<file path="src/design/srr_pkg.sv">
// shared types and codes for the service registry
package srr_pkg;

  localparam logic [1:0] REQ_LOOKUP   = 2'd0;
  localparam logic [1:0] REQ_REGISTER = 2'd1;
  localparam logic [1:0] REQ_TICK     = 2'd2;

  localparam logic [2:0] ST_NOT_FOUND = 3'd0;
  localparam logic [2:0] ST_FOUND     = 3'd1;
  localparam logic [2:0] ST_ADDED     = 3'd2;
  localparam logic [2:0] ST_REFRESHED = 3'd3;
  localparam logic [2:0] ST_FULL      = 3'd4;

  localparam logic [7:0] LEASE_RESET = 8'd2;

  typedef struct packed {
    logic [1:0]  req_type;
    logic [15:0] program_id;
    logic [15:0] program_ver;
    logic [15:0] procedure_id;
    logic [31:0] endpoint_ip;
    logic [15:0] endpoint_port;
  } req_t;

  typedef struct packed {
    logic [2:0]  status;
    logic [31:0] found_ip;
    logic [15:0] found_port;
  } rsp_t;

endpackage

</file>
<file path="src/design/srr_cell.sv">
// one service slot of the rotating ring
module srr_cell import srr_pkg::*; #(
  parameter int EPS = 8,
  parameter int CW  = 4,
  parameter int PW  = 3
) (
  input  logic                  clk_i,
  input  logic                  rst_ni,
  input  logic                  shift_i,
  input  logic                  valid_i,
  input  logic [47:0]           key_i,
  input  logic [CW-1:0]         cnt_i,
  input  logic [PW-1:0]         ptr_i,
  input  logic [EPS-1:0][47:0]  addr_i,
  input  logic [EPS-1:0][7:0]   lease_i,
  output logic                  valid_o,
  output logic [47:0]           key_o,
  output logic [CW-1:0]         cnt_o,
  output logic [PW-1:0]         ptr_o,
  output logic [EPS-1:0][47:0]  addr_o,
  output logic [EPS-1:0][7:0]   lease_o
);

  logic                 valid_q;
  logic [47:0]          key_q;
  logic [CW-1:0]        cnt_q;
  logic [PW-1:0]        ptr_q;
  logic [EPS-1:0][47:0] addr_q;
  logic [EPS-1:0][7:0]  lease_q;

  always_ff @(posedge clk_i or negedge rst_ni) begin
    if (!rst_ni) begin
      valid_q <= 1'b0;
      cnt_q   <= '0;
      ptr_q   <= '0;
    end else if (shift_i) begin
      valid_q <= valid_i;
      cnt_q   <= cnt_i;
      ptr_q   <= ptr_i;
    end
  end

  always_ff @(posedge clk_i) begin
    if (shift_i) begin
      key_q   <= key_i;
      addr_q  <= addr_i;
      lease_q <= lease_i;
    end
  end

  assign valid_o = valid_q;
  assign key_o   = key_q;
  assign cnt_o   = cnt_q;
  assign ptr_o   = ptr_q;
  assign addr_o  = addr_q;
  assign lease_o = lease_q;

endmodule

</file>
<file path="config.mk">
export PLATFORM = sky130hd
export DESIGN_NAME = srr_cell
export DESIGN_NICKNAME = d
export VERILOG_FILES = /design/src/design/srr_pkg.sv /design/src/design/srr_cell.sv
export SDC_FILE = /design/constraint.sdc
export NUM_CORES = 1
export LEC_CHECK = 0
export ABC_AREA = 1
export BUFFER_PORTS_ARGS = -buffer_cell sky130_fd_sc_hd__buf_2
export CORE_AREA = 5 5 386 388
export DETAILED_ROUTE_END_ITERATION = 16
export DIE_AREA = 0 0 391 393
export PLACE_DENSITY = 0.31
export REMOVE_ABC_BUFFERS = 1
export SLEW_MARGIN = 40
export SYNTH_ARGS = -nofsm -noshare
export SYNTH_HDL_FRONTEND = slang
export SYNTH_SLANG_ARGS = --single-unit
export TNS_END_PERCENT = 50
</file>
<file path="constraint.sdc">
create_clock -name clk_i -period 0.9 [get_ports clk_i]
set_input_delay 0.045 -clock clk_i [delete_from_list [all_inputs] [get_ports clk_i]]
set_output_delay 0.045 -clock clk_i [all_outputs]
set_load 0.05 [all_outputs]
</file>
; ---- Word-level counts from Yosys, hierarchy flattened
; Index checks and enable logic that the tools add are counted.
[totals]
elab_cells = 20
register_bits = 504
out_inout_bits = 504
in_bits = 507

; ---- Depth between registers and ports, before layout
; Gate-level depths: netlist of the first run.
[logic_depth]
depth_word = 0
mapped_depth = 4
depth_no_buf = 3

; ---- Worst setup path after synthesis of the first run
; Ideal clock, no wire load.
[synth_timing]
path_type = register to register
start = register, netlist name cnt_o[0]
end = register cnt_q[0] (netlist: cnt_o[0])
path_stages_with_launch = 3
t_arrival_ns = 0.713
synth_period_minus_slack_ns = 0.832
required_time_ns = 0.781
path_buffers = 0
path_slack_ns = 0.068
setup_time_ns = 0.119
cell_sequence = dfrtp_1 nand2_1 nand2_1
[synth_rtl]
columns = item, line_no
row1 = "end signal, assigned", srr_cell.sv:38  ; cnt_q <= cnt_i;
row2 = "end, declared", srr_cell.sv:26  ; logic [CW-1:0] cnt_q;

; ---- Final worst setup path of the first run
[layout_timing]
start = register lease_q (netlist bit lease_o[7])
end = output port lease_o[7] in the netlist's numbering
[layout_rtl]
columns = item, line_no
row1 = "start, declared", srr_cell.sv:29  ; logic [EPS-1:0][7:0] lease_q;
row2 = "start signal, assigned", srr_cell.sv:47  ; lease_q <= lease_i;
row3 = "end, declared", srr_cell.sv:21  ; output logic [EPS-1:0][7:0] lease_o
; No word-level cell between the ends.

==> implementation parameters, run 1 <==
Parameter                              Value

Run status
  Outcome ... finished, violations left
  Violations in the final reports ... setup timing

Drt
  Total wirelength of the detailed-routed design ... around 73,000 µm
  Violation count after the first detailed-route iteration ... roughly 450
  Post-detailed-route wirelength per cell ... 17.7 µm
  Vias/cell ... 2.89
  DRC viols ... 0
  Pre-Repair DR Iteration Count ... 4
  Vias after detailed routing ... 11.9k
  Post-route antenna net violation count ... 0

Clock network
  Clk Latency, worst-skew pair ... 0.62 ns
  Number of buffers created by CTS ... 60
  Clk pin slew, worst setup/hold paths ... 0.06 ns
  CTS tree ... done
  Maximum number of buffers from clock root to sink ... 3
  Clock net sink count ... roughly 500
  CTS root buf ... sky130_fd_sc_hd__clkbuf_16
  H-Tree Level Count ... 2

Pwr
  Post-layout power ... 66.8 mW
  Power density over the cells ... approximately 2000 nW/µm²
  Worst VDD drop ... 1330 µV
  Leakage ... 13.4 nW

Synthesis
  Post-Syn Area ... 15,200 µm²
  YS warnings ... 0
  Post-Synthesis Mean Instance Area ... 28.7 µm²
  Biggest area consumer among synthesized cells ... sky130_fd_sc_hd__edfxtp_1
  Synthesized flop and latch total ... 504
  Top cell type's share of synthesized area ... 0.980
  Portion of the post-synthesis area used by sequential elements ... 0.993
  Number of library cell types mapped by synthesis ... 5
  Cells taking the most area after synthesis ... sky130_fd_sc_hd__edfxtp_1, sky130_fd_sc_hd__dfrtp_1, sky130_fd_sc_hd__nand2_1
  Cells after synthesis ... 530

Worst setup path
  Kind of cell adding the most delay to the critical path ... flip-flops
  Depth of the worst register-to-register path ... 4
  Critical Path Source Type ... flop
  Type of the worst setup path ... reg2out
  Worst path depth ... 1
  Maximum net fanout on the critical path ... 1
  Type of destination of the critical path ... output port
  Largest stage delay on the critical path ... 0.50 ns
  Cell with the largest stage delay on the worst path ... sky130_fd_sc_hd__edfxtp_1
  Required time of the worst setup path ... 0.85 ns
  Ordered cell list for the critical path ... buf_12
  Data arrival time of the critical path ... 1.35 ns
  Crit path buf inv count ... 1

Min path
  Hold/Removal Path Class ... in2reg
  Hold depth ... 2

Timing
  Fmax ... between 0.7 and 0.8 GHz
  Number of endpoints failing setup at the final stage ... 697
  Worst Slack Setup Final ... -0.495 ns
  Final hold viol count ... 0
  Period utilization ... 1.55
  Slew @ Worst Pin ... ~0.54 ns
  Slew Limit Fails ... 0
  Worst max-slew margin expressed relative to the limit ... 0.641
  Unrepaired setup endpoints after global routing ... true
  Post-layout min period ... 1.40 ns
  Setup skew after layout ... 0 ns
  Min Hold Slack ... 0.0674 ns

Global route
  Global-route wire length before repair ... 97,100 µm
  Initial antenna violation count ... 17
  Total grt overflow ... 0
  Number of global-route vias before repair ... 13.8k
  Total track usage ... 0.0874
  Maximum number of pins on one net before global-route repair ... 34

Placed design
  Worst slack at placement ... -0.219 ns
  Count of input and output buffers ... 1,010
  DP HPWL ... 57,500 µm
  Final weighted congestion of routability-driven global placement ... about 0.92

Cells and area
  Final #Nets ... 2,671
  Most frequent standard cell in the layout excluding fill and tap cells ... sky130_fd_sc_hd__dlygate4sd3_1
  Ratio of cells with drive above 1 in the final layout ... 0.521
  Highest-count cells in the layout ignoring fill and taps ... sky130_fd_sc_hd__dlygate4sd3_1, sky130_fd_sc_hd__buf_2, sky130_fd_sc_hd__buf_6
  Synth-to-layout area growth ... 119%

Flow run
  Number of max-cap violations ... 0

Die
  Top Ports ... 1,011
  Core Rows ... 140
  Starting density of the core ... 0.105
  Floorplan die area ... 154,000 µm²
  Die height ... 393 µm
  Die Width ... 391 µm
  Area of the core ... 145,000 µm²
-- kinds of logic (layout without fill, tap and decap cells) --
| family | after synthesis | count (layout) | share of synthesized area |
|---|---|---|---|
| other cells | 0 | 3 | 0 |
| buf+inv | 2 | 1675 | 0.000988 |
| flops | 504 | 504 | 0.993 |
| simple gates | 24 | 24 | 0.00593 |
-- routing by layer --
metal	GRT usage	wire (µm)
met1	0.0893	24600
met2	0.162	38700
met3	0.0316	6680
met4	0.0342	2830
met5	0	25
-- sequential cells by signal (all words and copies together), names as in the netlist --
register  cells
key_o        48
cnt_o         4
lease_o      64
addr_o      384
ptr_o         3
valid_o       1
-- cell type report --
cell class | count | area, µm²
Fill cell | 15200 | 112000
Sequential cell | 504 | 15100
Timing Repair Buffer | 1573 | 13900
Tap cell | 1917 | 2400
Clock buffer | 66 | 1550
Clock inverter | 35 | 277
Multi-Input combinational cell | 24 | 90.1
Antenna cell | 3 | 7.51
Inverter | 1 | 3.75
-- path summary, 6_finish.rpt --
kind	startpoint	slack, ns	endpoint
max	lease_o[7]	-0.50	lease_o[7]
min	shift_i	0.07	lease_o[6]
max reg2reg	valid_o	0.05	valid_o
min reg2reg	cnt_o[1]	0.50	cnt_o[1]
max in group asynchronous	rst_ni	0.13	cnt_o[2]
min in group asynchronous	rst_ni	0.47	ptr_o[0]
-- per-stage QoR --
stage / cell area, µm² / setup TNS [ns] / util / std cells
2_1_floorplan: 15200 / 0 / - / 529
3_3_place_gp: 23300 / -49.24 / 0.160 / 3507
3_5_place_dp: 23300 / -56.81 / 0.160 / 3507
4_1_cts: 32600 / -330.88 / 0.225 / 4118
5_1_grt: 33300 / -229.75 / 0.230 / 4122
6_report: 33300 / -185.96 / 0.230 / 4123
-- report_power, final --
group	internal (mW)	total [mW]	leakage (nW)	switching, mW
Sequential	27.9	28.9	4.95	0.971
Combinational	5.82	14.8	7.59	9.03
Clock	13.3	23.1	0.892	9.80
Total	47.0	66.8	13.4	19.8
-- cells in the mapped netlist (all sizes together) --
master  instances
inv             1
edfxtp        496
buf             1
nand2          24
dfrtp           8
-- timing repair --
item | 4_1_cts | 5_1_grt
gates cloned | 0 | 0
hold buffers | 508 | 0
hold endpoints to repair | 540 | 0
buffers inserted | 2 | 2
resized for setup | 764 | 363
setup endpoints to repair | 504 | 1007
(Power assumes the default switching activity.)
==> run 2: changes to the inputs <==
--- a/config.mk
+++ b/config.mk
@@ -6,7 +6,7 @@
 export NUM_CORES = 1
 export LEC_CHECK = 0
 export ABC_AREA = 1
-export BUFFER_PORTS_ARGS = -buffer_cell sky130_fd_sc_hd__buf_2
+export BUFFER_PORTS_ARGS = -buffer_cell sky130_fd_sc_hd__buf_4
 export CORE_AREA = 5 5 386 388
 export DETAILED_ROUTE_END_ITERATION = 16
 export DIE_AREA = 0 0 391 393
==> implementation parameters, run 2 (synthesized netlist as in run 1, its figures left out) <==
Parameter                              Value

Timing
  Slew Limit Fails ... 0
  Slew @ Worst Pin ... 0.570 ns
  Worst Slack Setup Final ... -0.499 ns
  Fmax ... approximately 0.71 GHz
  Worst max-slew margin expressed relative to the limit ... 0.618
  Final hold viol count ... 0
  Post-layout min period ... 1.40 ns
  Period utilization ... 1.55
  Setup skew after layout ... 0 ns
  Number of endpoints failing setup at the final stage ... 564
  Min Hold Slack ... 0.00471 ns
  Unrepaired setup endpoints after global routing ... true

Worst setup path
  Reg2Reg Setup Slack ... 0.14 ns
  Maximum net fanout on the critical path ... 1
  Startpoint of the worst-slack reg-to-reg timing path ... cnt_o[0]
  Critical Path Source Type ... flop
  Crit path buf inv count ... 2
  Data arrival time of the critical path ... around 1.4 ns
  Type of the worst setup path ... reg2out
  Largest stage delay on the critical path ... 0.41 ns
  CP most frequent cell ... sky130_fd_sc_hd__buf_12
  Ordered cell list for the critical path ... buf_12 > buf_12
  Depth of the worst register-to-register path ... 3
  Kind of cell adding the most delay to the critical path ... flip-flops
  Required time of the worst setup path ... 0.85 ns
  Type of destination of the critical path ... output port
  Cell with the largest stage delay on the worst path ... sky130_fd_sc_hd__edfxtp_1
  RR Endpoint ... cnt_o[0]

Cells and area
  Ratio of cells with drive above 1 in the final layout ... 0.518
  Most frequent standard cell in the layout excluding fill and tap cells ... sky130_fd_sc_hd__buf_4
  Post-route cell area ... 34,900 µm²
  Synth-to-layout area growth ... 130%
  Number of fill cells in the layout ... 15.1k
  Final #Nets ... 2,688
  Highest-count cells in the layout ignoring fill and taps ... sky130_fd_sc_hd__buf_4, sky130_fd_sc_hd__dlygate4sd3_1, sky130_fd_sc_hd__buf_6
  Max FFs per register ... 384

Die
  Top Ports ... 1,011
  Core Rows ... 140
  Starting density of the core ... 0.105
  Floorplan die area ... ~150,000 µm²
  Area of the core ... between 100,000 and 150,000 µm²
  Die Width ... 391 µm
  Die height ... 393 µm

Placed design
  Final weighted congestion of routability-driven global placement ... 0.809
  DP HPWL ... 61,000 µm
  Placed instance area ... 25,800 µm²
  Count of input and output buffers ... 1,010

Pwr
  Leakage ... 14.0 nW
  Worst VDD drop ... between 1000 and 1500 µV
  Power density over the cells ... approximately 2000 nW/µm²
  Post-layout power ... ~69 mW

Run status
  Violations in the final reports ... setup timing
  Outcome ... finished, violations left

Global route
  Initial antenna violation count ... 13
  Total track usage ... 0.0919
  Global-route wire length before repair ... roughly 100,000 µm
  Maximum number of pins on one net before global-route repair ... 32
  Total grt overflow ... 0
  Number of global-route vias before repair ... 13.9k

Min path
  Hold depth ... 3
  Hold/Removal Path Class ... in2reg
  Beginning of the worst hold path ... shift_i
  Hold-critical path endpoint ... lease_o[11]

Drt
  Post-route antenna net violation count ... 0
  Vias/cell ... just under 3
  Vias after detailed routing ... 12.0k
  Total wirelength of the detailed-routed design ... 76,200 µm
  Violation count after the first detailed-route iteration ... 299
  DRC viols ... 0
  Pre-Repair DR Iteration Count ... 4
  Post-detailed-route wirelength per cell ... approximately 18 µm

Clock network
  Maximum number of buffers from clock root to sink ... 3
  CTS tree ... done
  CTS root buf ... sky130_fd_sc_hd__clkbuf_16
  H-Tree Level Count ... 2
  Clk Latency, worst-skew pair ... 0.64 ns
  Clk pin slew, worst setup/hold paths ... 0.06 ns
  Number of buffers created by CTS ... 61
  Clock net sink count ... 504

Flow run
  Number of max-cap violations ... 0
## run 2: power by group
| part | internal, mW | switching (mW) |
|---|---|---|
| combinational | 6.47 | 9.19 |
| clock | 14.4 | 9.80 |
| sequential | 27.9 | 0.950 |
| total | 48.8 | 19.9 |
## run 2: through the flow
stage	instances	worst slack, ns	setup TNS [ns]	utilization
2_1_floorplan	529	0.0675	0	-
3_3_place_gp	3506	-0.109	-14.95	0.178
3_5_place_dp	3506	-0.104	-15.91	0.178
4_1_cts	4142	-0.597	-279.97	0.239
5_1_grt	4147	-0.594	-227.08	0.241
6_report	4149	-0.499	-184.88	0.241
## run 2: worst max path at each step
stage,from,endpoint,slack (ns),cells after the start
2_1_floorplan,cnt_o[0],cnt_o[0],0.07,2
3_3_place_gp,shift_i,addr_o[231],-0.11,3
3_5_place_dp,shift_i,addr_o[231],-0.10,3
4_1_cts,lease_o[7],lease_o[7],-0.60,2
5_1_grt,lease_o[7],lease_o[7],-0.59,2
6_report,lease_o[7],lease_o[7],-0.50,2
## run 2: what timing repair did
| action | in CTS | in global routing |
|---|---|---|
| setup endpoints to repair | 504 | 897 |
| setup buffers | 6 | 0 |
| gates resized for setup | 469 | 47 |
| hold buffers | 520 | 3 |
| pin swaps | 0 | 0 |
| hold endpoints to repair | 594 | 62 |
## run 2: area by class of cell
| type | count | area (µm²) | area share |
|---|---|---|---|
| clock inverters | 35 | 333 | 0.00954 |
| clock buffers | 75 | 1620 | 0.0465 |
| diodes | 4 | 10.0 | 0.000287 |
| flip-flops and latches | 504 | 15100 | 0.432 |
| well taps | 1917 | 2400 | 0.0687 |
| inverters | 1 | 3.75 | 0.000108 |
| multi-input cells | 24 | 90.1 | 0.00258 |
| repair buffers | 1589 | 15400 | 0.440 |
## run 2: metal layers
layer / global-route usage / share of wire / vias to the layer above
li1: - / - / 5467
met1: 0.0918 / 0.34 / 5814
met2: 0.174 / 0.54 / 570
met3: 0.0316 / 0.078 / 141
met4: 0.0370 / 0.041 / 6
met5: 0 / 0.00054 / -
## run 2: worst min-delay path, cell delays in order
cell and delay [ns]:
sky130_fd_sc_hd__buf_8 0.10, sky130_fd_sc_hd__buf_12 0.14, sky130_fd_sc_hd__buf_12 0.17
==> run 3: changes to the inputs <==
--- a/config.mk
+++ b/config.mk
@@ -7,9 +7,9 @@
 export LEC_CHECK = 0
 export ABC_AREA = 1
 export BUFFER_PORTS_ARGS = -buffer_cell sky130_fd_sc_hd__buf_4
-export CORE_AREA = 5 5 386 388
+export CORE_AREA = 2 2 392 394
 export DETAILED_ROUTE_END_ITERATION = 16
-export DIE_AREA = 0 0 391 393
+export DIE_AREA = 0 0 394 396
 export PLACE_DENSITY = 0.31
 export REMOVE_ABC_BUFFERS = 1
 export SLEW_MARGIN = 40
==> constraint.sdc (replaced) <==
create_clock -name clk_i -period 1.17 [get_ports clk_i]
set_input_delay 0.0585 -clock clk_i [delete_from_list [all_inputs] [get_ports clk_i]]
set_output_delay 0.0585 -clock clk_i [all_outputs]
set_load 0.05 [all_outputs]
==> implementation parameters, run 3 (synthesized netlist as in run 1, its figures left out) <==
Parameter                              Value

Run status
  Outcome ... finished, violations left
  Violations in the final reports ... setup timing

Timing
  Number of endpoints failing setup at the final stage ... ~510
  Post-layout min period ... around 1.4 ns
  Min Hold Slack ... between 0.1 and 0.15 ns
  Unrepaired setup endpoints after global routing ... true
  Slew @ Worst Pin ... 0.474 ns
  Worst max-slew margin expressed relative to the limit ... 0.683
  Final hold viol count ... 0
  Fmax ... ~0.73 GHz
  Slew Limit Fails ... 0
  Setup skew after layout ... 0 ns
  Worst Slack Setup Final ... -0.203 ns
  Summed negative setup slack over all endpoints ... -31.85 ns
  Period utilization ... 1.17

Pwr
  Logic pwr share ... 0.219
  Switching share of power ... 0.291
  Worst VDD drop ... 985 µV
  Cell-internal power ... 38.4 mW
  Relative contribution of sequential cells to total power ... 0.411
  Power density over the cells ... 1550 nW/µm²
  Clock power share ... 0.370
  Leakage ... between 10 and 15 nW
  Net switching component of the power ... 15.7 mW

Global route
  Total track usage ... 0.0900
  Maximum number of pins on one net before global-route repair ... 37
  Number of global-route vias before repair ... ~14k
  Total grt overflow ... 0
  Global-route wire length before repair ... 99,400 µm
  Initial antenna violation count ... 19

Worst setup path
  Data arrival time of the critical path ... 1.31 ns
  Type of the worst setup path ... reg2out
  Depth of the worst register-to-register path ... 3
  Maximum net fanout on the critical path ... 1
  Critical Path Source Type ... flop
  Largest stage delay on the critical path ... 0.49 ns
  Startpoint of the worst-slack reg-to-reg timing path ... cnt_o[3]
  Kind of cell adding the most delay to the critical path ... flip-flops
  Ordered cell list for the critical path ... buf_6
  Worst path depth ... 1
  Type of destination of the critical path ... output port
  RR Endpoint ... cnt_o[3]
  Reg2Reg Setup Slack ... 0.41 ns
  Cell with the largest stage delay on the worst path ... sky130_fd_sc_hd__edfxtp_1
  Crit path buf inv count ... 1
  Required time of the worst setup path ... 1.11 ns

Cells and area
  Most frequent standard cell in the layout excluding fill and tap cells ... sky130_fd_sc_hd__buf_4
  Highest-count cells in the layout ignoring fill and taps ... sky130_fd_sc_hd__buf_4, sky130_fd_sc_hd__dlygate4sd3_1, sky130_fd_sc_hd__buf_6
  Max FFs per register ... 384
  Post-route cell area ... between 30,000 and 40,000 µm²
  Synth-to-layout area growth ... 130%
  Final #Nets ... 2,670
  Share of the core filled with cells ... 0.231
  Ratio of cells with drive above 1 in the final layout ... 0.520
  Number of fill cells in the layout ... 15.9k

Min path
  Hold depth ... 2
  Hold/Removal Path Class ... in2reg
  Hold-critical path endpoint ... addr_o[284]
  Beginning of the worst hold path ... addr_i[284]

Drt
  Post-detailed-route wirelength per cell ... 17.2 µm
  Violation count after the first detailed-route iteration ... 443
  Vias after detailed routing ... about 12k
  Post-route antenna net violation count ... 0
  Vias/cell ... 2.83
  DRC viols ... 0
  Pre-Repair DR Iteration Count ... 4
  Total wirelength of the detailed-routed design ... 73,100 µm

Placed design
  DP HPWL ... 58,300 µm
  Placed instance area ... around 26,000 µm²
  Final weighted congestion of routability-driven global placement ... just under 0.9
  Count of input and output buffers ... 1,010

Die
  Die height ... ~400 µm
  Top Ports ... 1,011
  Starting density of the core ... 0.100
  Die Width ... 394 µm
  Core Rows ... 143
  Area of the core ... 152,000 µm²
  Floorplan die area ... 156,000 µm²

Clock network
  Clk Latency, worst-skew pair ... 0.62 ns
  Clk pin slew, worst setup/hold paths ... 0.06 ns
  Number of buffers created by CTS ... between 60 and 70
  H-Tree Level Count ... 3
  Clock net sink count ... 504
  CTS tree ... done
  CTS root buf ... sky130_fd_sc_hd__clkbuf_16
  Maximum number of buffers from clock root to sink ... 3

Flow run
  Number of max-cap violations ... 0
[run 3: worst max-delay path by stage]
stage / from / endpoint
after global routing: lease_o[2] / lease_o[2]
after global placement: shift_i / addr_o[283]
after CTS: addr_o[367] / addr_o[367]
after detailed placement: shift_i / addr_o[283]
after floorplan: cnt_o[0] / cnt_o[0]
final: addr_o[367] / addr_o[367]
[run 3: through the flow]
stage               worst slack [ns]  std cells  power (mW)
global route                  -0.297       4245        56.1
CTS                           -0.314       4242        55.2
global placement              0.0934       3610        32.0
floorplan                      0.338        529        27.3
finish                        -0.203       4247        54.1
detailed placement            0.0664       3610        31.9
[run 3: what timing repair did]
item | CTS | global route
setup buffers | 4 | 1
gates resized for setup | 470 | 35
setup endpoints to repair | 504 | 505
hold buffers | 509 | 0
hold endpoints to repair | 521 | 0
[run 3: area by class of cell]
class | count | area (µm²) | share of cell area
multi-input cells | 24 | 90.1 | 0.00258
diodes | 4 | 10.0 | 0.000286
well taps | 2030 | 2540 | 0.0727
flip-flops and latches | 504 | 15100 | 0.432
repair buffers | 1565 | 15100 | 0.431
clock inverters | 41 | 360 | 0.0103
clock buffers | 78 | 1780 | 0.0510
inverters | 1 | 3.75 | 0.000107
[run 3: power groups by stage]
stage / clock (mW) / combinational, mW / sequential [mW]
after global placement: 0 / 9.64 / 22.3
after CTS: 21.0 / 12.0 / 22.2
after global routing: 21.5 / 12.3 / 22.4
after detailed placement: 0 / 9.62 / 22.3
final: 20.0 / 11.9 / 22.2
after floorplan: 0 / 0.0243 / 27.2
[run 3: layer usage]
| layer | track usage | part of all wire | up-vias |
|---|---|---|---|
| met2 | 0.164 | 0.53 | 602 |
| li1 | - | - | 5432 |
| met4 | 0.0340 | 0.032 | 12 |
| met1 | 0.0901 | 0.34 | 5839 |
| met5 | 0 | 0.0010 | - |
| met3 | 0.0389 | 0.097 | 131 |
